`config.mk`:
```
export PLATFORM = sky130hd
export DESIGN_NAME = pci_div_cell
export DESIGN_NICKNAME = d
export VERILOG_FILES = /design/src/hw/rtl/pci_pkg.sv /design/src/hw/rtl/pci_div_cell.sv
export SDC_FILE = /design/constraint.sdc
export NUM_CORES = 1
export LEC_CHECK = 0
export BUFFER_PORTS_ARGS = -buffer_cell sky130_fd_sc_hd__buf_4
export CAP_MARGIN = 10
export CORE_AREA = 2 2 357 359
export DETAILED_ROUTE_END_ITERATION = 10
export DIE_AREA = 0 0 359 361
export GPL_TIMING_DRIVEN = 0
export HOLD_SLACK_MARGIN = 0.15
export SLEW_MARGIN = 20
export SYNTH_ARGS = -nofsm -noshare
export SYNTH_HDL_FRONTEND = slang
export SYNTH_SLANG_ARGS = --single-unit
```
`constraint.sdc`:
```
create_clock -name clk -period 2.1 [get_ports clk]
set_input_delay 0.21 -clock clk [delete_from_list [all_inputs] [get_ports clk]]
set_output_delay 0.21 -clock clk [all_outputs]
set_load 0.01 [all_outputs]
```
`src/hw/rtl/pci_pkg.sv`:
```
// Shared types and constants of the pillar corner interpolation block.
package pci_pkg;

	localparam int FRAC_BITS = 16;
	localparam int VAL_W = 48;
	localparam int DIF_W = VAL_W + 1;
	localparam int THR_W = 47;
	localparam int TAG_W = 3;
	localparam logic [THR_W-1:0] THR_RESET = THR_W'((2 ** FRAC_BITS) / 100);

	// Multiplier split and divider sizes.
	localparam int HALF_W = 25;
	localparam int PP_W = 2 * HALF_W;
	localparam int PROD_W = 2 * DIF_W;
	localparam int REM_W = DIF_W;
	localparam int QCAP_LOG = 50;
	localparam int QB = QCAP_LOG + 1;

	localparam int LANES = 2;
	localparam int LANE_X = 0;
	localparam int LANE_Y = 1;

	localparam int ADDR_W = 4;
	localparam int DATA_W = 64;

	typedef enum logic {
		REG_VERT_THR = 1'b0
	} reg_idx_t;

	typedef struct packed {
		logic [TAG_W-1:0] corner_tag;
		logic signed [VAL_W-1:0] top_x;
		logic signed [VAL_W-1:0] top_y;
		logic signed [VAL_W-1:0] top_z;
		logic signed [VAL_W-1:0] bottom_x;
		logic signed [VAL_W-1:0] bottom_y;
		logic signed [VAL_W-1:0] bottom_z;
		logic signed [VAL_W-1:0] corner_z;
	} in_item_t;

	typedef struct packed {
		logic [TAG_W-1:0] tag_out;
		logic signed [VAL_W-1:0] corner_x;
		logic signed [VAL_W-1:0] corner_y;
		logic flat_pillar;
	} out_item_t;

	typedef struct packed {
		logic [TAG_W-1:0] tag;
		logic [LANES-1:0][VAL_W-1:0] top;
		logic [LANES-1:0] neg;
		logic [LANES-1:0] ovf;
		logic flat;
		logic [REM_W-1:0] divisor;
	} side_t;

	typedef struct packed {
		logic [REM_W-1:0] rem;
		logic [QB-1:0] quo;
		logic [QB-1:0] num;
	} lane_t;

	typedef struct packed {
		logic valid;
		side_t side;
		lane_t [LANES-1:0] lane;
	} cell_t;

endpackage

```
`src/hw/rtl/pci_div_cell.sv`:
```
// One restoring division step for both lanes, registered toward the next cell.
module pci_div_cell (
	input logic clk,
	input logic arst_n,
	input logic en,
	input pci_pkg::cell_t cin,
	output pci_pkg::cell_t cout
);
	import pci_pkg::*;

	logic [LANES-1:0][REM_W:0] trial;
	logic [LANES-1:0][REM_W:0] sub;
	logic [LANES-1:0] ge;
	lane_t [LANES-1:0] lane_n;
	logic valid_q;
	side_t side_q;
	lane_t [LANES-1:0] lane_q;

	always_comb begin
		for (int l = 0; l < LANES; l++) begin
			trial[l] = {cin.lane[l].rem, cin.lane[l].num[QB-1]};
			ge[l] = trial[l] >= {1'b0, cin.side.divisor};
			sub[l] = trial[l] - {1'b0, cin.side.divisor};
			lane_n[l].rem = ge[l] ? sub[l][REM_W-1:0] : trial[l][REM_W-1:0];
			lane_n[l].quo = {cin.lane[l].quo[QB-2:0], ge[l]};
			lane_n[l].num = {cin.lane[l].num[QB-2:0], 1'b0};
		end
	end

	always_ff @(posedge clk or negedge arst_n) begin
		if (!arst_n) begin
			valid_q <= 1'b0;
		end else if (en) begin
			valid_q <= cin.valid;
		end
	end

	always_ff @(posedge clk) begin
		if (en) begin
			side_q <= cin.side;
			lane_q <= lane_n;
		end
	end

	assign cout.valid = valid_q;
	assign cout.side = side_q;
	assign cout.lane = lane_q;

endmodule

```
## After elaboration in Yosys (flattened, before gate mapping)

Index checks and enable logic that the tools add are counted.

| word-level totals | value |
|---|---|
| register bits after elaboration | 454 |
| bits in latches | 0 |
| memory bits (writable) | 0 |
| bits in read-only memories | 0 |
| input bits | 459 |
| output and inout port bits | 456 |
| logic and storage cells | 20 |
| memories | 0 |

| cells by class | value |
|---|---|
| add/subtract/negate cells | 2 |
| multiply operators | 0 |
| divide/modulo/power cells | 0 |
| magnitude comparators | 2 |
| eq/ne operators | 0 |
| shift operators | 0 |
| multiplexer cells | 2 |
| bitwise logic cells | 0 |
| reduce and logical (&&, ||, !) cells | 0 |

Operator list:

| operator | count |
|---|---|
| $ge A50 B49 Y1 | 2 |
| $mux W49 | 2 |
| $sub A49 B49 Y49 | 2 |

## Longest topological paths before layout

Gate-level depths: netlist of run 1.

| depth | value |
|---|---|
| depth after elaboration | 2 |
| depth in mapped cells | 16 |
| mapped depth without buffers | 14 |

## Least setup slack after synthesis of run 1

Ideal clock, no wire load.

| timing path | value |
|---|---|
| path type | in2reg |
| start point | in cin[201] (netlist bit) |
| end point | reg lane_q (netlist bit cout[297]), data pin |
| setup time | 0.262 ns |
| arrival time | 2.988 ns |
| required time | 1.838 ns |
| path slack | -1.151 ns |
| cell stages on the path | 16 |
| path buffers | 2 |
| cells stage by stage | inv_1 > ha_1 > inv_1 > fa_1 > a21o_1 > a311oi_2 > o21ai_1 > nand3_1 > a21oi_2 > a211oi_4 > a21oi_2 > a211oi_2 > inv_2 > buf_6 > buf_6 > mux2_1 |

RTL lines:

| what | RTL line | text |
|---|---|---|
| start: declaration | pci_div_cell.sv:6 | `input pci_pkg::cell_t cin,` |
| end signal: assignment | pci_div_cell.sv:41 | `lane_q <= lane_n;` |
| end: declaration | pci_div_cell.sv:17 | `lane_t [LANES-1:0] lane_q;` |

==> impl_metrics.csv, run 1 <==
group,metric,value,unit
cts,clk_pin_slew,0.06,ns
routing,ratio_of_routed_vias_to_standard_cells,4.11,
yosys,synth-seq-area-share,64.6,%
hold_path,timing.hold.worst_endpoint,"cout[111]",
place,dp_hpwl,107,mm
routing,route.antenna.remaining_nets,0,
cts,cts.htree.levels,2,
floorplan,area_of_the_die,0.130,sq mm
finish,multi_input_logic_area,0.00782,sq mm
finish,final-instance-count-excl-fill,4701,
worst_setup_path,critPathMaxFanout,6,
timing,fin_ws,-0.763,ns
global_route,grt_max_degree,93,
place,port_buffers,910,
routing,drt_drc_violations_left,0,
worst_setup_path,rrSetupSlack,1.35,ns
yosys,muxShareOfSynthArea,5.42,%
global_route,global_route.overflow_total,0,
power_and_ir_drop,irDropWorstVdd,0.679,mV
global_route,grt_antenna_before_repair,67,
worst_setup_path,worstReg2RegStart,"valid_q",
global_route,grt_first_pass_wirelength,174,mm
yosys,number_of_synthesized_register_bits,454,
worst_setup_path,worstPathRequired,2.50,ns
routing,drt_first_pass_iters,5,
yosys,synth.avg_cell_area,14.1,sq um
yosys,synth_top_family_by_area,"compound AO/OA/AOI/OAI gates",
worst_setup_path,worst_setup_path_start_kind,"primary input",
timing,hold_slack,-0.124,ns
worst_setup_path,r2r-end,"valid_q",
power_and_ir_drop,pwr_density_cell,767,mW/mm^2
timing,post-route-min-period,2.86,ns
cts,worst_skew_pair.late_latency,0.66,ns
hold_path,timing.hold.worst_path_depth,2,
timing,report.final.setup_viol,100,
yosys,synthesis.yosys.warnings,0,
global_route,gr-usage-all-layers,19.7,%
cts,clockBufferDepth,3,
hold_path,hold_path_startpoint,"cin[110]",
finish,seqCellArea,0.0136,sq mm
finish,fraction_of_layout_instances_using_a_drive_strength_above_1,42.2,%
cts,cts_tree,"built",
floorplan,die_width,359,um
floorplan,initial_core_util,16.8,%
timing,relSlewSlack,39.0,%
yosys,synth_async_sr_flop_share,0.220,%
worst_setup_path,end_kind,"flop",
status,violations,"hold timing, setup timing",
cts,cts_buffers,60,
floorplan,io_pins,915,
yosys,synth_simple_gate_area_share,6.87,%
floorplan,num_rows,130,
timing,maxSlewViolCount,0,
yosys,synth_compound_gate_area_share,11.2,%
finish,final_core_utilization,30.7,%
finish,layout_commonest_cell,"sky130_fd_sc_hd__buf_4",
finish,final.fill_count,12823,
floorplan,die_y,361,um
finish,synthToLayoutAreaGrowth,82.3,%
timing,final-hold-violation-count,3,
place,place_congestion,0.891,
floorplan,core,0.125,sq mm
yosys,synthAdderAreaFrac,6.00,%
finish,commonest_cells_after_routing_fill_and_taps_aside,"sky130_fd_sc_hd__buf_4, sky130_fd_sc_hd__dlygate4sd3_1, sky130_fd_sc_hd__edfxtp_1",
place,post-place-cells,4067,
routing,initial_detailed_routing_violation_count,1476,
yosys,synth_cells,1500,
power_and_ir_drop,power_leakage,16.0,nW
timing,rsz0062_at_grt,"true",
yosys,post_synth_xor_area_fraction,3.36,%
flow_run,timing.max_cap.violations,0,
status,outcome,"finished, violations left",
yosys,number_of_library_cell_types_mapped_by_synthesis,81,
timing,layout_worst_path_cycle_share,136,%
yosys,ys.flop_type,"sky130_fd_sc_hd__edfxtp_1",
place,dpl_worst_slack,-2.61,ns
yosys,synth-edff-count,453,
finish,nNetsFinal,3542,
global_route,vias_in_the_first_global_route,19886,
routing,totalWireLength,133,mm
cts,ctsRootBufferMaster,"sky130_fd_sc_hd__clkbuf_16",
hold_path,hold_path.class,"primary input to flop",
power_and_ir_drop,fin_total_pwr,29.5,mW
timing,skew,0,ns
worst_setup_path,crit_arrival,3.26,ns
timing,timing.fmax,0.349,GHz
routing,dr_total_vias,19302,
worst_setup_path,setup.worst_path.class,"primary input to flop",
yosys,syn-cell-area,0.0211,sq mm
cts,cts.sinks,454,
worst_setup_path,worstRegToRegCells,1,
routing,wl_per_cell,28.2,um
timing,tightest_slew,0.892,ns
==> synthesized netlist by cell type (8+ instances only) <==
cell type	number	share of area [%]
sky130_fd_sc_hd__nand2_1	81	1.4
sky130_fd_sc_hd__a31oi_1	12	0.36
sky130_fd_sc_hd__mux2_1	31	1.7
sky130_fd_sc_hd__nand4_1	23	0.68
sky130_fd_sc_hd__mux2i_1	10	0.47
sky130_fd_sc_hd__nand3_1	24	0.57
sky130_fd_sc_hd__nor3_1	27	0.64
sky130_fd_sc_hd__ha_1	98	5.8
sky130_fd_sc_hd__a21o_1	51	1.8
sky130_fd_sc_hd__xnor2_1	56	2.3
sky130_fd_sc_hd__a211oi_1	8	0.28
sky130_fd_sc_hd__clkbuf_1	25	0.44
sky130_fd_sc_hd__o21bai_1	18	0.64
sky130_fd_sc_hd__o21a_1	14	0.50
sky130_fd_sc_hd__inv_1	81	1.4
sky130_fd_sc_hd__xor2_1	25	1.0
sky130_fd_sc_hd__and3_1	16	0.47
sky130_fd_sc_hd__a21oi_1	125	3.0
sky130_fd_sc_hd__edfxtp_1	453	64
sky130_fd_sc_hd__mux2_4	44	3.1
sky130_fd_sc_hd__nor2_1	58	1.0
sky130_fd_sc_hd__nor2b_1	16	0.47
sky130_fd_sc_hd__o31ai_1	10	0.36
sky130_fd_sc_hd__o21ai_0	51	1.2
sky130_fd_sc_hd__nand2b_1	11	0.33
sky130_fd_sc_hd__and2_1	12	0.36
==> logic make-up (layout without fill, tap and decap cells) <==
| family | Yosys count | count (layout) |
|---|---|---|
| other | 1 | 21 |
| XOR/XNOR | 81 | 81 |
| adder cells (fa/ha/maj) | 100 | 100 |
| buffers and inverters | 124 | 1655 |
| multiplexers | 88 | 88 |
| AO/OA/AOI/OAI | 360 | 360 |
| AND/OR/NAND/NOR | 292 | 292 |
| flip-flops | 454 | 454 |
==> area by class of cell <==
cell class | count | share of cell area [%]
flip-flops and latches | 454 | 35.4
well taps | 1650 | 5.37
inverters | 83 | 0.956
multi-input cells | 923 | 20.3
repair buffers | 1436 | 32.0
diodes | 19 | 0.124
clock buffers | 70 | 4.00
plain buffers | 25 | 0.660
clock inverters | 41 | 1.09
==> where the power goes <==
part | internal (mW) | total, mW | leakage (nW) | switching [mW]
logic | 3.77 | 7.72 | 10.6 | 3.96
clock network | 6.00 | 10.5 | 0.940 | 4.46
registers | 11.0 | 11.3 | 4.45 | 0.276
==> critical path, stage by stage <==
cell                       delay [ns]
sky130_fd_sc_hd__buf_12          0.11
sky130_fd_sc_hd__inv_12          0.06
sky130_fd_sc_hd__ha_4            0.13
sky130_fd_sc_hd__inv_2           0.04
sky130_fd_sc_hd__fa_2            0.35
sky130_fd_sc_hd__a21o_4          0.25
sky130_fd_sc_hd__a311oi_4        0.26
sky130_fd_sc_hd__o21ai_2         0.13
sky130_fd_sc_hd__nand3_2         0.13
sky130_fd_sc_hd__a21oi_4         0.11
sky130_fd_sc_hd__a211oi_4        0.29
sky130_fd_sc_hd__a21oi_4         0.11
sky130_fd_sc_hd__a211oi_4        0.25
sky130_fd_sc_hd__buf_12          0.16
sky130_fd_sc_hd__inv_8           0.04
sky130_fd_sc_hd__buf_12          0.15
sky130_fd_sc_hd__buf_12          0.15
sky130_fd_sc_hd__mux2_4          0.30
==> worst max-delay path by stage <==
stage                endpoint      from  depth (start not counted)  slack, ns
detailed placement  cout[143]  cin[331]                         12      -2.61
CTS                 cout[291]  cin[201]                         18      -0.86
global placement      valid_q        en                          2      -3.48
floorplan           cout[120]   cin[50]                         15      -1.01
global route        cout[300]  cin[322]                         14      -0.80
finish              cout[286]  cin[201]                         18      -0.76
==> metrics by stage <==
step | TNS (ns) | area [sq um]
after floorplan | -89.35 | 21200
after global placement | -1739.95 | 30100
after detailed placement | -226.86 | 30300
after CTS | -73.96 | 37900
after global routing | -70.66 | 38500
final | -64.75 | 38500
==> registers in the layout, summed over array words and instances (netlist names) <==
| signal | cells |
|---|---|
| valid_q | 1 |
| cout | 453 |
==> routing by layer <==
layer	GRT usage, %	vias up	part of all wire, %
met4	6.22	38	3.7
met1	21.8	9443	37
met2	33.8	878	48
met3	8.63	206	10
met5	0	-	0.19
li1	-	8737	-
==> repair_timing <==
| action | in CTS | in global routing |
|---|---|---|
| resized for setup | 149 | 77 |
| setup endpoints to repair | 100 | 100 |
| hold endpoints to repair | 522 | 6 |
| cloned | 7 | 0 |
| buffers inserted | 38 | 19 |
| hold buffers | 452 | 4 |
| pin swaps | 33 | 26 |
(Power assumes the default switching activity.)
==> inputs of run 2 (changes only) <==
--- a/config.mk
+++ b/config.mk
@@ -7,11 +7,12 @@
 export LEC_CHECK = 0
 export BUFFER_PORTS_ARGS = -buffer_cell sky130_fd_sc_hd__buf_4
 export CAP_MARGIN = 10
-export CORE_AREA = 2 2 357 359
+export CORE_AREA = 2 2 360 362
 export DETAILED_ROUTE_END_ITERATION = 10
-export DIE_AREA = 0 0 359 361
+export DIE_AREA = 0 0 362 364
 export GPL_TIMING_DRIVEN = 0
 export HOLD_SLACK_MARGIN = 0.15
+export RECOVER_POWER = 25
 export SLEW_MARGIN = 20
 export SYNTH_ARGS = -nofsm -noshare
 export SYNTH_HDL_FRONTEND = slang
==> constraint.sdc (replaced) <==
create_clock -name clk -period 2.85 [get_ports clk]
set_input_delay 0.285 -clock clk [delete_from_list [all_inputs] [get_ports clk]]
set_output_delay 0.285 -clock clk [all_outputs]
set_load 0.01 [all_outputs]
==> impl_metrics.csv, run 2 (synthesis results as in run 1) <==
group,metric,value,unit
routing,route.antenna.remaining_nets,0,
hold_path,timing.hold.worst_path_depth,1,
finish,finalInstanceArea,0.0382,sq mm
status,violations,"hold timing, setup timing",
cts,clockBufferDepth,3,
finish,nNetsFinal,3532,
cts,cts_tree,"built",
timing,final-hold-violation-count,4,
power_and_ir_drop,comb_power_share,24.6,%
finish,largest_reg_flops,453,
worst_setup_path,critPathMaxStageDelay,0.43,ns
floorplan,num_rows,132,
worst_setup_path,setup.worst_path.class,"primary input to flop",
worst_setup_path,crit_arrival,3.37,ns
routing,drt_drc_violations_left,0,
global_route,global_route.overflow_total,0,
cts,clk_pin_slew,0.06,ns
floorplan,initial_core_util,16.4,%
timing,tightest_slew,0.601,ns
global_route,grt_antenna_before_repair,64,
timing,skew,0,ns
timing,rsz0062_at_grt,"true",
global_route,gr-usage-all-layers,18.6,%
hold_path,timing.hold.worst_endpoint,"cout[302]",
cts,cts_buffers,59,
power_and_ir_drop,power.share.sequential,37.3,%
worst_setup_path,rrSetupSlack,2.11,ns
timing,post-route-min-period,2.96,ns
finish,fraction_of_layout_instances_using_a_drive_strength_above_1,41.0,%
worst_setup_path,cp_num_buf_inv,7,
finish,commonest_cells_after_routing_fill_and_taps_aside,"sky130_fd_sc_hd__buf_4, sky130_fd_sc_hd__edfxtp_1, sky130_fd_sc_hd__dlygate4sd3_1",
worst_setup_path,path_delay_family,"buffers and inverters",
routing,totalWireLength,129,mm
power_and_ir_drop,pwr_density_cell,584,mW/mm^2
cts,worst_skew_pair.late_latency,0.65,ns
timing,timing.fmax,0.337,GHz
place,post-place-cells,4092,
hold_path,hold_path.class,"primary input to flop",
flow_run,timing.max_cap.violations,0,
worst_setup_path,worst_setup_path_start_kind,"primary input",
finish,final.fill_count,13147,
timing,maxSlewViolCount,0,
hold_path,hold_path_startpoint,"cin[302]",
place,place_congestion,0.863,
worst_setup_path,r2r-end,"valid_q",
worst_setup_path,path_common_cell,"sky130_fd_sc_hd__buf_12",
cts,holdBufCountCts,452,
place,placed_area,0.0303,sq mm
routing,dr_total_vias,19247,
place,port_buffers,910,
finish,multi_input_logic_area,0.00756,sq mm
floorplan,area_of_the_die,0.132,sq mm
routing,drt_first_pass_iters,5,
worst_setup_path,critPathSlowestCell,"sky130_fd_sc_hd__nor4_4",
power_and_ir_drop,internal_power,16.0,mW
floorplan,io_pins,915,
cts,cts.htree.levels,2,
status,outcome,"finished, violations left",
routing,ratio_of_routed_vias_to_standard_cells,4.08,
finish,final_core_utilization,29.8,%
cts,cts.sinks,454,
place,dp_hpwl,104,mm
global_route,vias_in_the_first_global_route,19451,
floorplan,die_y,364,um
cts,ctsRootBufferMaster,"sky130_fd_sc_hd__clkbuf_16",
floorplan,die_width,362,um
power_and_ir_drop,pwr-share-clk,38.0,%
finish,seqCellArea,0.0136,sq mm
place,dpl_worst_slack,-1.94,ns
worst_setup_path,worstReg2RegStart,"valid_q",
worst_setup_path,critPathMaxFanout,6,
global_route,grt_max_degree,91,
timing,hold_slack,-0.124,ns
timing,report.final.setup_viol,54,
power_and_ir_drop,p_sw,6.36,mW
finish,layout_commonest_cell,"sky130_fd_sc_hd__buf_4",
worst_setup_path,crit_path_cell_trace,"clkbuf_4 -> inv_1 -> ha_1 -> nand4_1 -> buf_4 -> nor4_4 -> nand4_1 -> a21oi_4 -> a211oi_4 -> a21oi_4 -> a211oi_4 -> buf_12 -> inv_8 -> buf_12 -> buf_12 -> mux2_4",
worst_setup_path,worstRegToRegCells,1,
routing,initial_detailed_routing_violation_count,1206,
power_and_ir_drop,switching_share_of_total_power,28.5,%
worst_setup_path,end_kind,"flop",
power_and_ir_drop,power_leakage,15.9,nW
power_and_ir_drop,fin_total_pwr,22.3,mW
routing,wl_per_cell,27.3,um
timing,layout_worst_path_cycle_share,104,%
timing,fin_ws,-0.114,ns
global_route,grt_first_pass_wirelength,167,mm
power_and_ir_drop,irDropWorstVdd,0.469,mV
finish,synthToLayoutAreaGrowth,81.3,%
timing,relSlewSlack,59.9,%
worst_setup_path,setup.worst_path.start,"cin[333]",
floorplan,core,0.128,sq mm
finish,final-instance-count-excl-fill,4719,
worst_setup_path,worstPathRequired,3.25,ns
## run 2: cell types whose count changed in the layout (fill, tap and decap cells not counted), moves of 5 or more
cell                         change
sky130_fd_sc_hd__buf_4         -112
sky130_fd_sc_hd__a21oi_4         -6
sky130_fd_sc_hd__clkinv_2        -7
sky130_fd_sc_hd__nor3_1          +8
sky130_fd_sc_hd__nor3_2          -5
sky130_fd_sc_hd__clkbuf_4      +116
sky130_fd_sc_hd__a21oi_1         +9
sky130_fd_sc_hd__buf_12          -5
sky130_fd_sc_hd__bufinv_16       +8
sky130_fd_sc_hd__clkinvlp_4      -5
## run 2: how the worst max path moves through the flow
stage / endpoint / slack [ns] / depth (start not counted)
finish: cout[287] / -0.11 / 16
CTS: cout[298] / -0.13 / 18
detailed placement: cout[143] / -1.94 / 12
global placement: valid_q / -2.91 / 2
floorplan: cout[120] / -0.33 / 15
global route: cout[134] / -0.15 / 17
## run 2: area by class of cell
type                    count  share of cell area (%)
diodes                     20                   0.131
plain buffers              25                   0.631
clock buffers              69                    4.01
clock inverters            43                    1.64
inverters                  83                   0.952
multi-input cells         923                    19.8
flip-flops and latches    454                    35.6
well taps                1675                    5.48
repair buffers           1426                    31.7
repair inverters            1                  0.0425
## run 2: power groups by stage
stage          combinational (mW)  clock [mW]  sequential, mW
2_1_floorplan                1.58           0            8.79
3_3_place_gp                 4.59           0            8.50
3_5_place_dp                 4.63           0            8.46
4_1_cts                      5.48        8.76            8.34
5_1_grt                      5.85        8.96            8.39
6_report                     5.50        8.49            8.33
## run 2: per-stage QoR
| stage | setup TNS (ns) | hold slack (ns) |
|---|---|---|
| finish | -3.67 | -0.124 |
| floorplan | -22.50 | -0.0106 |
| detailed placement | -163.41 | 0.0635 |
| global placement | -1342.80 | 0.0603 |
| global route | -5.67 | -0.177 |
| CTS | -3.50 | -0.184 |
## run 2: timing repair
item                                    in CTS  in global routing
buffers inserted                            37                 17
cloned                                       6                  0
endpoints found under the hold margin      494                  4
endpoints found under the setup margin     100                 96
gates resized for setup                     94                 63
pin swaps                                   27                 25
## run 2: routing by layer
layer,vias up,track usage (%),routed length [um]
met5,-,0,211
met3,194,7.55,12200
met2,795,32.8,63600
met1,9490,20.9,48900
li1,8732,-,-
met4,36,4.59,3890
