### src/hw/rtl/pci_pkg.sv
// Shared types and constants of the pillar corner interpolation block.
package pci_pkg;

	localparam int FRAC_BITS = 16;
	localparam int VAL_W = 48;
	localparam int DIF_W = VAL_W + 1;
	localparam int THR_W = 47;
	localparam int TAG_W = 3;
	localparam logic [THR_W-1:0] THR_RESET = THR_W'((2 ** FRAC_BITS) / 100);

	// Multiplier split and divider sizes.
	localparam int HALF_W = 25;
	localparam int PP_W = 2 * HALF_W;
	localparam int PROD_W = 2 * DIF_W;
	localparam int REM_W = DIF_W;
	localparam int QCAP_LOG = 50;
	localparam int QB = QCAP_LOG + 1;

	localparam int LANES = 2;
	localparam int LANE_X = 0;
	localparam int LANE_Y = 1;

	localparam int ADDR_W = 4;
	localparam int DATA_W = 64;

	typedef enum logic {
		REG_VERT_THR = 1'b0
	} reg_idx_t;

	typedef struct packed {
		logic [TAG_W-1:0] corner_tag;
		logic signed [VAL_W-1:0] top_x;
		logic signed [VAL_W-1:0] top_y;
		logic signed [VAL_W-1:0] top_z;
		logic signed [VAL_W-1:0] bottom_x;
		logic signed [VAL_W-1:0] bottom_y;
		logic signed [VAL_W-1:0] bottom_z;
		logic signed [VAL_W-1:0] corner_z;
	} in_item_t;

	typedef struct packed {
		logic [TAG_W-1:0] tag_out;
		logic signed [VAL_W-1:0] corner_x;
		logic signed [VAL_W-1:0] corner_y;
		logic flat_pillar;
	} out_item_t;

	typedef struct packed {
		logic [TAG_W-1:0] tag;
		logic [LANES-1:0][VAL_W-1:0] top;
		logic [LANES-1:0] neg;
		logic [LANES-1:0] ovf;
		logic flat;
		logic [REM_W-1:0] divisor;
	} side_t;

	typedef struct packed {
		logic [REM_W-1:0] rem;
		logic [QB-1:0] quo;
		logic [QB-1:0] num;
	} lane_t;

	typedef struct packed {
		logic valid;
		side_t side;
		lane_t [LANES-1:0] lane;
	} cell_t;

endpackage

### src/hw/rtl/pci_if.sv


interface pci_out_if;
	import pci_pkg::*;
	logic valid;
	logic ready;
	out_item_t payload;
	modport source(output valid, output payload, input ready);
	modport sink(input valid, input payload, output ready);
endinterface

### src/hw/rtl/pci_out.sv
// Final add and saturation, output register and skid stage.
module pci_out (
	input logic clk,
	input logic arst_n,
	input pci_pkg::cell_t cin,
	pci_out_if.source dout,
	output logic en
);
	import pci_pkg::*;

	localparam int SUM_W = QB + 2;
	localparam logic [VAL_W-1:0] VAL_MAX = {1'b0, {(VAL_W - 1){1'b1}}};
	localparam logic [VAL_W-1:0] VAL_MIN = {1'b1, {(VAL_W - 1){1'b0}}};

	function automatic logic [VAL_W-1:0] place(input logic [VAL_W-1:0] top,
			input logic [QB-1:0] quo, input logic ovf, input logic neg);
		logic [SUM_W-1:0] q;
		logic [SUM_W-1:0] t;
		logic [SUM_W-1:0] s;
		q = ovf ? (SUM_W'(1) << QCAP_LOG) : SUM_W'(quo);
		t = {{(SUM_W - VAL_W){top[VAL_W-1]}}, top};
		s = neg ? (t + q) : (t - q);
		if ((&s[SUM_W-1:VAL_W-1]) || !(|s[SUM_W-1:VAL_W-1])) begin
			place = s[VAL_W-1:0];
		end else begin
			place = s[SUM_W-1] ? VAL_MIN : VAL_MAX;
		end
	endfunction

	out_item_t res;
	out_item_t out_q, sk_q;
	logic out_valid_q, sk_valid_q;

	always_comb begin
		res.tag_out = cin.side.tag;
		res.flat_pillar = cin.side.flat;
		if (cin.side.flat) begin
			res.corner_x = cin.side.top[LANE_X];
			res.corner_y = cin.side.top[LANE_Y];
		end else begin
			res.corner_x = place(cin.side.top[LANE_X], cin.lane[LANE_X].quo,
				cin.side.ovf[LANE_X], cin.side.neg[LANE_X]);
			res.corner_y = place(cin.side.top[LANE_Y], cin.lane[LANE_Y].quo,
				cin.side.ovf[LANE_Y], cin.side.neg[LANE_Y]);
		end
	end

	// The chain only moves while the skid stage is empty.
	assign en = !sk_valid_q;

	always_ff @(posedge clk or negedge arst_n) begin
		if (!arst_n) begin
			out_valid_q <= 1'b0;
			sk_valid_q <= 1'b0;
		end else if (sk_valid_q) begin
			if (dout.ready) begin
				sk_valid_q <= 1'b0;
			end
		end else if (cin.valid) begin
			if (!out_valid_q || dout.ready) begin
				out_valid_q <= 1'b1;
			end else begin
				sk_valid_q <= 1'b1;
			end
		end else if (dout.ready) begin
			out_valid_q <= 1'b0;
		end
	end

	always_ff @(posedge clk) begin
		if (sk_valid_q) begin
			if (dout.ready) begin
				out_q <= sk_q;
			end
		end else if (cin.valid) begin
			if (!out_valid_q || dout.ready) begin
				out_q <= res;
			end else begin
				sk_q <= res;
			end
		end
	end

	assign dout.valid = out_valid_q;
	assign dout.payload = out_q;

endmodule

### src/flat_wrapper.sv
// flat-port wrapper written by rule: the top's interface ports become plain ports
module pci_out_flat import pci_pkg::*;
  (clk, arst_n, cin, en, dout_valid, dout_payload, dout_ready);
  pci_out_if dout_i ();
  input logic clk;
  input logic arst_n;
  input pci_pkg::cell_t cin;
  output logic en;
  output wire logic [$bits(dout_i.valid)-1:0] dout_valid;
  output wire logic [$bits(dout_i.payload)-1:0] dout_payload;
  input wire logic [$bits(dout_i.ready)-1:0] dout_ready;
  assign dout_valid = dout_i.valid;
  assign dout_payload = dout_i.payload;
  assign dout_i.ready = dout_ready;
  pci_out u_core (.clk(clk), .arst_n(arst_n), .cin(cin), .dout(dout_i), .en(en));
endmodule
### config.mk
export PLATFORM = sky130hd
export DESIGN_NAME = pci_out_flat
export DESIGN_NICKNAME = d
export VERILOG_FILES = /design/src/hw/rtl/pci_pkg.sv /design/src/hw/rtl/pci_if.sv /design/src/hw/rtl/pci_out.sv /design/src/flat_wrapper.sv
export SDC_FILE = /design/constraint.sdc
export NUM_CORES = 1
export LEC_CHECK = 0
export BUFFER_PORTS_ARGS = -buffer_cell sky130_fd_sc_hd__buf_2
export CAP_MARGIN = 20
export CORE_ASPECT_RATIO = 1.25
export CORE_MARGIN = 3
export CORE_UTILIZATION = 30
export DETAILED_ROUTE_END_ITERATION = 8
export GPL_ROUTABILITY_DRIVEN = 0
export PLACE_DENSITY_LB_ADDON = 0.3
export SLEW_MARGIN = 30
export SYNTH_ARGS = -nofsm -noshare
export SYNTH_HDL_FRONTEND = slang
export SYNTH_SLANG_ARGS = --single-unit
### constraint.sdc
create_clock -name clk -period 16.2 [get_ports clk]
set_input_delay 2.43 -clock clk [delete_from_list [all_inputs] [get_ports clk]]
set_output_delay 2.43 -clock clk [all_outputs]
set_load 0.02 [all_outputs]
[Word-level counts from Yosys, hierarchy flattened]
Cells that the tools add are included.
Widths: inputs -> output; s select.
Operators by class
  eq/ne operators: 2
  reduce and logical (&&, ||, !) cells: 17
  bitwise logic cells: 2
  $add $sub $neg: 4
  muxes and demuxes: 20
Operators by type and width (count)
  $mux 100: 4
  $mux 48: 4
  $add 53x53->53: 2
  $mux 53: 2
  $sub 53x53->53: 2
  $mux 51: 2
  $mux 96: 1
  $reduce_and 6->1: 2
  $reduce_or 6->1: 2
  $reduce_and 3->1: 3
  $mux 1: 7
  $reduce_bool 2->1: 3
  $logic_not 1->1: 4
  $logic_or 1x1->1: 3
  $ne 2x1->1 const B: 1
  $ne 2x2->1 const B: 1
  $not 1->1: 2
Storage, ports and cells
  logic and storage cells: 55
  bits in registers: 202

[Logic depth before layout (Yosys ltp)]
Gate-level depths: netlist (run 1).
  depth after elaboration: 11
  mapped depth: 31

[Least setup slack after synthesis (run 1)]
No wires, ideal clock.
  kind: input -> register
  start point: input port dout_ready
  end point: register u_core.sk_valid_q
  path buffers: 0
  cell stages on the path: 2
  data arrival time: 12826 ps
  setup slack: 3236 ps
  data required time: 16062 ps
  library setup time: 138 ps
  cell sequence: nor4bb_1 -> o21bai_1
Between the ends
  longest elaborated chain between the ends: 4
RTL lines
  start: declaration: line flat_wrapper.sv:11  | input wire logic [$bits(dout_i.ready)-1:0] dout_ready;
  $logic_or 1x1->1: line pci_out.sv:60  | if (!out_valid_q || dout.ready) begin
  $mux 1: line pci_out.sv:60
  $mux 1: line pci_out.sv:59  | end else if (cin.valid) begin
  $mux 1 (*): line pci_out.sv:55  | end else if (sk_valid_q) begin
  end signal: assignment: line pci_out.sv:54  | sk_valid_q <= 1'b0;
  end signal: assignment: line pci_out.sv:57  | sk_valid_q <= 1'b0;
  end signal: assignment: line pci_out.sv:63  | sk_valid_q <= 1'b1;
  end: declaration: line pci_out.sv:32  | logic out_valid_q, sk_valid_q;
Every way passes the cells marked *; elsewhere a longest branch is shown, timed or not.
A chain may end at the register's enable or synchronous reset.

[Worst setup path after layout (run 1)]
  start point: input port cin[352] (netlist name)
  end point: register u_core.out_q, in the netlist u_core.dout.payload[49], data pin
Between the ends
  longest elaborated chain between the ends: 11
RTL lines
  start: declaration: line flat_wrapper.sv:7  | input pci_pkg::cell_t cin;
  $mux 51 (*): line pci_out.sv:20  | q = ovf ? (SUM_W'(1) << QCAP_LOG) : SUM_W'(quo);
  $sub 53x53->53 or $add 53x53->53 (tied branches): line pci_out.sv:22  | s = neg ? (t + q) : (t - q);
  $mux 53 (*): line pci_out.sv:22
  $reduce_or 6->1: line pci_out.sv:23  | if ((&s[SUM_W-1:VAL_W-1]) || !(|s[SUM_W-1:VAL_W-1])) begin
  $logic_not 1->1: line pci_out.sv:23
  $logic_or 1x1->1: line pci_out.sv:23
  $mux 48 (*): line pci_out.sv:23
  $mux 96 (*): line pci_out.sv:37  | if (cin.side.flat) begin
  $mux 100 (*): line pci_out.sv:76  | if (!out_valid_q || dout.ready) begin
  $mux 100 (*): line pci_out.sv:75  | end else if (cin.valid) begin
  $mux 100 (*): line pci_out.sv:71  | if (sk_valid_q) begin
  end signal: assignment: line pci_out.sv:73  | out_q <= sk_q;
  end signal: assignment: line pci_out.sv:77  | out_q <= res;
  end: declaration: line pci_out.sv:31  | out_item_t out_q, sk_q;
Every way passes the cells marked *; elsewhere a longest branch is shown, timed or not. The select of a mux whose other input is x is not followed.

==> results of run 1 <==
==> synthesized netlist by cell type, types with 6 or more instances <==
cell,n,share of area (%)
o211ai_1,17,0.66
inv_1,35,0.68
a211o_1,7,0.32
xnor2_1,105,4.7
a21oi_2,81,3.6
or3_1,18,0.58
mux2_2,7,0.41
ha_1,122,7.8
or2_2,7,0.23
o21a_1,33,1.3
xor2_1,44,2.0
a21o_1,23,0.89
a21oi_1,230,5.9
a211oi_1,20,0.77
and3_1,13,0.42
buf_1,6,0.12
a31oi_1,19,0.61
nor3b_1,6,0.23
clkbuf_1,84,1.6
nand3_1,27,0.69
nand2_1,255,4.9
nand4_1,50,1.6
a21boi_0,7,0.27
or4_1,6,0.23
o2111ai_1,6,0.27
o21bai_1,26,1.0
buf_2,20,0.51
nand2b_1,12,0.39
o21ai_1,13,0.33
a41oi_1,6,0.27
o31ai_2,58,3.7
nor4_1,35,1.1
nor2b_1,24,0.77
nor2_1,385,7.4
edfxtp_1,200,31
o31ai_1,36,1.4
buf_6,16,0.93
o21ai_0,108,2.8
and2_1,10,0.32
nor3_1,61,1.6
==> state kept, by name (all words and copies together) (netlist names) <==
signal,cells
u_core.sk_valid_q,1
u_core.dout.valid,1
u_core.dout.payload,100
u_core.sk_q,100
==> final cells by class <==
class                   instances  area (um2)
fillers                      6668       41200
multi-input cells            1979       12600
flip-flops and latches        202        6060
repair buffers                327        1720
well taps                     840        1050
clock buffers                  31         691
inverters                      38         144
clock inverters                17         141
diodes                          5        12.5
==> where the power goes <==
| group | total, mW | switching [mW] | internal, mW |
|---|---|---|---|
| combinational | 0.901 | 0.593 | 0.308 |
| clock | 0.568 | 0.244 | 0.324 |
| sequential | 0.699 | 0.0265 | 0.673 |
==> cells by family (layout without fill, tap and decap cells) <==
family | after synthesis | in the layout | synth area share, %
AND/OR/NAND/NOR | 933 | 933 | 21.6
AO/OA/AOI/OAI | 761 | 761 | 27.8
flip-flops | 202 | 202 | 31.1
buffers and inverters | 170 | 413 | 4.12
XOR/XNOR | 149 | 149 | 6.71
adder cells (fa/ha/maj) | 124 | 124 | 8.05
multiplexers | 12 | 12 | 0.662
other | 0 | 5 | 0
==> stage by stage <==
stage / setup slack (ns) / cell area, um2 / util, % / hold slack (ns)
final: 6.38 / 22400 / 35.3 / 0.521
after floorplan: 3.24 / 19500 / - / 0.498
after detailed placement: 5.90 / 21500 / 33.8 / 0.512
after global placement: 6.00 / 21500 / 33.8 / 0.509
after global routing: 5.89 / 22400 / 35.2 / 0.545
after CTS: 6.50 / 22400 / 35.1 / 0.530
==> metal layers <==
metal / GRT usage, % / share of wire, % / routed length (um) / up-vias
met5: 0 / 0.12 / 87 / -
met4: 7.51 / 4.1 / 2900 / 14
met3: 4.58 / 8.9 / 6270 / 139
met2: 32.6 / 46 / 32400 / 833
met1: 25.2 / 41 / 29100 / 9003
li1: - / - / - / 9153
==> worst max-delay path, cell delays in order <==
cell       delay [ns]
buf_2            0.08
buf_4            0.42
clkinv_1         0.80
nand2_1          0.30
ha_1             0.23
o21ai_0          0.28
nor2_1           0.36
and2_1           0.29
nor2_1           0.09
nor2_1           0.41
buf_4            0.27
nor2_1           0.13
ha_1             0.38
o211ai_1         0.13
nor3_1           0.33
o21bai_1         0.19
o31ai_1          0.70
a21oi_1          0.31
o2111ai_1        0.29
and3_1           0.23
o211ai_1         0.18
o2bb2ai_4        0.17
buf_4            0.63
a21oi_1          0.20
o31ai_1          0.27
==> how the worst max path moves through the flow <==
stage,endpoint,depth (start not counted)
detailed placement,u_core.dout.payload[79]$_DFFE_PP_,25
CTS,u_core.dout.payload[79]$_DFFE_PP_,25
global placement,u_core.dout.payload[47]$_DFFE_PP_,26
floorplan,u_core.sk_valid_q$_DFF_PN0_,2
global route,u_core.dout.payload[49]$_DFFE_PP_,25
finish,u_core.dout.payload[49]$_DFFE_PP_,25
==> impl_metrics.py, run 1 <==
metrics = {
    "run_status": {
        "outcome": "finished clean",
    },
    "yosys": {
        "synth_edf_count": 200,
        "synthArstFlopShare_pct": 0.990,
        "ys_warn_count": 0,
        "synthesis.nets": 2934,
        "ys_ff_latch": 202,
        "synth_seq_area_share_pct": 31.1,
        "syn-instance-count": 2351,
        "avgSynthCellArea_um2": 8.28,
        "ys.flop_type": "edfxtp_1",
        "synth_cell_types": 94,
        "syn-cell-area_mm2": 0.0195,
    },
    "worst_setup_path": {
        "rr_endpoint": "u_core.dout.payload[92]$_DFFE_PP_",
        "cp-startpoint": "cin[352]",
        "crit_required_ns": 16.58,
        "crit_type": "in -> reg",
        "end_kind": "register",
        "r2r_cells": 3,
        "crit_path_start_kind": "input port",
        "critical_path_arrival_ns": 10.20,
        "reg2reg_slack_ns": 13.50,
        "r2r-start": "u_core.sk_valid_q$_DFF_PN0_",
        "critPathMaxFanout": 51,
    },
    "placed_design": {
        "port-buffer-count": 311,
        "dp.cells": 3384,
        "dp_hpwl_um": 55800,
    },
    "global_routing": {
        "grt_usage_pct": 19.8,
        "gr-total-overflow": 0,
        "grt_max_degree": 75,
        "antenna_found_initial": 18,
        "grt_pass1_vias": 18398,
        "grt_pass1_wl_um": 106000,
    },
    "floorplan": {
        "die_x_um": 234,
        "rows": 103,
        "ios": 561,
        "dieArea_mm2": 0.0680,
        "start_util_pct": 30.6,
        "dieHeight_um": 291,
        "coreArea_mm2": 0.0637,
    },
    "timing": {
        "fin_tns_setup_ns": 0,
        "setup_viol": 0,
        "period_share_pct": 60.6,
        "slew-limit-headroom_pct": 39.2,
        "clock_skew_ns": 0.0177,
        "final_hold_viol_count": 0,
        "worst_slew_pin_slew_ns": 0.912,
        "max_freq_mhz": 102,
        "rsz0062_at_grt": "no",
        "period_needed_ns": 9.82,
        "slew_violations": 0,
    },
    "clock_tree": {
        "cts_made_buffers": 26,
        "clk_latency_ns": 0.56,
        "path_clk_slew_ns": 0.06,
        "cts.sink_count": 202,
        "cts_hold_buf": 0,
        "ctsResizeCount": 0,
        "cts_max_level": 1,
        "cts_tree": "yes",
        "post_cts_buffers": 0,
        "cts_max_path_buffers": 3,
        "clock-root-buffer": "clkbuf_16",
    },
    "route": {
        "wirelength_um": 70700,
        "via_per_inst": 5.57,
        "drtAntennaViolNets": 0,
        "wl_per_cell_um": 20.6,
        "drtPass1Iterations": 9,
        "drc": 0,
        "vias": 19142,
        "drt-initial-drc-count": 1510,
    },
    "cells_and_area": {
        "area_growth_pct": 15.3,
        "final_cells": 3439,
        "mostFrequentLayoutCell": "nor2_1",
        "layout_common_cells": "nor2_1 (385), buf_2 (311), nand2_1 (255), a21oi_1 (230), edfxtp_1 (200)",
        "final_nets": 3157,
        "drive_above_1_share_pct": 21.0,
    },
    "power": {
        "cellLeakagePower_nw": 8.42,
        "p_per_area_mw_per_mm2": 96.6,
        "finalPower_mw": 2.17,
        "ir_drop_v": 0.0000804,
    },
    "flow_run": {
        "maxCapViolations": 0,
    },
    "hold_path": {
        "hold_path_end": "u_core.dout.payload[57]$_DFFE_PP_",
        "hp-class": "reg -> reg",
        "holdCritStartpoint": "u_core.sk_q[57]$_DFFE_PP_",
        "holdPathStages": 2,
    },
}
No activity file was read; power rests on OpenSTA's default activity.
==> run 2: changes to the inputs <==
--- a/config.mk
+++ b/config.mk
@@ -5,6 +5,7 @@
 export SDC_FILE = /design/constraint.sdc
 export NUM_CORES = 1
 export LEC_CHECK = 0
+export ABC_AREA = 1
 export BUFFER_PORTS_ARGS = -buffer_cell sky130_fd_sc_hd__buf_2
 export CAP_MARGIN = 20
 export CORE_ASPECT_RATIO = 1.25
==> constraint.sdc (replaced) <==
create_clock -name clk -period 9.9 [get_ports clk]
set_input_delay 1.485 -clock clk [delete_from_list [all_inputs] [get_ports clk]]
set_output_delay 1.485 -clock clk [all_outputs]
set_load 0.02 [all_outputs]
==> run 2 against run 1 <==
Area after synthesis rose by 7.6%; critical path depth rose by 7; design area rose by 7.9%; flip-flop and latch count did not move; critical endpoint is now u_core.dout.payload[63]$_DFFE_PP_; highest routed layer unchanged.
==> impl_metrics.py, run 2 <==
metrics = {
    "run_status": {
        "outcome": "finished clean",
    },
    "worst_setup_path": {
        "crit_path_start_kind": "input port",
        "crit_type": "in -> reg",
        "crit_buf_inv": 6,
        "slowest_delay_ns": 0.68,
        "slowest_stage": "buf_4",
        "critical_path_arrival_ns": 8.01,
        "crit_required_ns": 10.19,
        "critPathMaxFanout": 94,
        "cpLargestDelayFamily": "simple AND/OR/NAND/NOR gates",
        "cp_common_cell": "nand2_1",
        "end_kind": "register",
    },
    "hold_path": {
        "hp-class": "reg -> reg",
    },
    "route": {
        "drtAntennaViolNets": 0,
        "drt-initial-drc-count": 1267,
        "wirelength_um": 74200,
        "wl_per_cell_um": 16.6,
        "via_per_inst": 4.71,
        "drtPass1Iterations": 5,
        "drc": 0,
        "vias": 21040,
    },
    "yosys": {
        "synthesis.nets": 3822,
        "synth_xor_area_share_pct": 7.87,
        "synthAdderAreaFrac_pct": 7.48,
        "synthArstFlopShare_pct": 0.990,
        "avgSynthCellArea_um2": 6.46,
        "synth_top_family_by_area": "simple AND/OR/NAND/NOR gates",
        "synthTopCellsByArea": "edfxtp_1 (29%), nand2_1 (23%), inv_1 (7.8%)",
        "ys_warn_count": 0,
        "synth_seq_area_share_pct": 28.9,
        "synth_edf_count": 200,
        "ys_ff_latch": 202,
        "ys.flop_type": "edfxtp_1",
        "yosysTopAreaCell": "edfxtp_1",
        "synth_compound_area_share_pct": 10.9,
        "muxShareOfSynthArea_pct": 0,
        "synth-simple-area-share_pct": 34.7,
        "syn-instance-count": 3239,
        "synth_top_area_share_pct": 28.7,
        "synthTopCellsByCount": "nand2_1 (1270), inv_1 (435), nor2_1 (265)",
        "syn-cell-area_mm2": 0.0209,
        "yosysMostFrequentCell": "nand2_1",
        "synth_cell_types": 47,
    },
    "timing": {
        "period_share_pct": 78.0,
        "max_freq_mhz": 130,
        "slew_violations": 0,
        "final_hold_viol_count": 0,
        "fin_tns_setup_ns": 0,
        "worst_slew_pin_slew_ns": 0.924,
        "period_needed_ns": 7.72,
        "slew-limit-headroom_pct": 38.4,
        "fin_ws_ns": 2.18,
        "setup_viol": 0,
        "rsz0062_at_grt": "no",
        "clock_skew_ns": 0.0128,
    },
    "cells_and_area": {
        "mostFrequentLayoutCell": "nand2_1",
        "multi_input_area_mm2": 0.0128,
        "final_nets": 4091,
        "fillers": 7629,
        "layout_common_cells": "nand2_1 (1270), inv_1 (435), buf_2 (310), nor2_1 (264), edfxtp_1 (200)",
        "drive_above_1_share_pct": 11.0,
        "postLayoutCoreUtil_pct": 35.3,
        "register_area_mm2": 0.00606,
        "area_growth_pct": 15.7,
    },
    "global_routing": {
        "gr-total-overflow": 0,
        "antenna_found_initial": 19,
        "top_usage_layer": "met2",
        "grt_pass1_vias": 20708,
        "grt_usage_pct": 19.9,
        "grt_max_degree": 95,
        "use_met3_pct": 3.73,
        "use_met1_pct": 22.8,
        "gr-usage-met2_pct": 36.0,
        "grt_pass1_wl_um": 114000,
    },
    "floorplan": {
        "start_util_pct": 30.5,
        "rows": 107,
        "die_x_um": 242,
        "dieHeight_um": 301,
        "dieArea_mm2": 0.0730,
        "ios": 561,
        "coreArea_mm2": 0.0687,
    },
    "placed_design": {
        "port-buffer-count": 311,
        "dp_hpwl_um": 60600,
        "pre_cts_ws_ns": 1.61,
    },
    "clock_tree": {
        "cts_max_level": 1,
        "path_clk_slew_ns": 0.06,
        "post_cts_buffers": 0,
        "ctsResizeCount": 0,
        "clock-root-buffer": "clkbuf_16",
        "cts.sink_count": 202,
        "cts_made_buffers": 26,
        "cts_tree": "yes",
        "cts_hold_buf": 0,
        "clk_latency_ns": 0.57,
        "cts_max_path_buffers": 3,
    },
    "flow_run": {
        "maxCapViolations": 0,
    },
    "power": {
        "p_per_area_mw_per_mm2": 150,
        "ir_drop_v": 0.000136,
        "cellLeakagePower_nw": 12.0,
    },
}
## run 2: changes by cell type after synthesis, sizes merged, moves of 84 or more
cell    before   now
o31ai       94     2
nand3       27   193
nand2      255  1276
a21oi      311   148
inv         36   438
a21boi      10    94
nor2       386   270
## run 2: final timing paths
| path | startpoint | cells past startpoint | slack [ns] | end |
|---|---|---|---|---|
| max | cin[352] | 32 | 2.18 | u_core.dout.payload[63]$_DFFE_PP_ |
| min | u_core.sk_q[98]$_DFFE_PP_ | 2 | 0.51 | u_core.dout.payload[98]$_DFFE_PP_ |
| max reg2reg | u_core.sk_valid_q$_DFF_PN0_ | 6 | 6.27 | u_core.sk_q[7]$_DFFE_PP_ |
| min reg2reg | u_core.sk_q[98]$_DFFE_PP_ | 2 | 0.51 | u_core.dout.payload[98]$_DFFE_PP_ |
| max in group asynchronous | arst_n | 1 | 9.10 | u_core.sk_valid_q$_DFF_PN0_ |
| min in group asynchronous | arst_n | 1 | 0.69 | u_core.sk_valid_q$_DFF_PN0_ |
## run 2: per-layer routing
metal	vias up	routed length, um
met4	14	3320
met1	9413	30100
met2	585	36100
li1	10871	-
met5	-	95
met3	157	4590
## run 2: logic make-up (layout without fill, tap and decap cells)
| family | after synthesis | in the layout |
|---|---|---|
| AO/OA/AOI/OAI | 382 | 382 |
| XOR/XNOR | 188 | 188 |
| adder cells (fa/ha/maj) | 124 | 124 |
| buffers and inverters | 525 | 813 |
| flip-flops | 202 | 202 |
| other | 0 | 10 |
| AND/OR/NAND/NOR | 1818 | 1818 |
## run 2: layout make-up
type	instances	area share (%)
inverters	439	6.81
clock inverters	15	0.651
flip-flops and latches	202	25.0
repair buffers	327	6.95
clock buffers	32	2.87
well taps	926	4.78
multi-input cells	2512	52.8
diodes	10	0.103
## run 2: stage by stage
step / hold slack (ns) / std cells / cell area [um2] / total power, mW
3_3_place_gp: 0.498 / 4406 / 23300 / 2.67
4_1_cts: 0.515 / 4453 / 24200 / 3.67
3_5_place_dp: 0.502 / 4406 / 23300 / 2.67
5_1_grt: 0.539 / 4455 / 24200 / 3.89
2_1_floorplan: 0.491 / 3239 / 20900 / 2.21
6_report: 0.515 / 4463 / 24200 / 3.62
## run 2: tightest hold or removal path, cell delays in order, from the launching register on
cell	delay (ns)
edfxtp_1	0.32
nand2_1	0.04
nand2_1	0.05
## run 2: where the power goes
part           internal (mW)  switching (mW)  total (mW)  leakage [nW]
logic                  0.482            1.04        1.52          9.73
clock network          0.574           0.399       0.973         0.404
registers               1.10          0.0328        1.13          1.90
total                   2.15            1.47        3.62          12.0
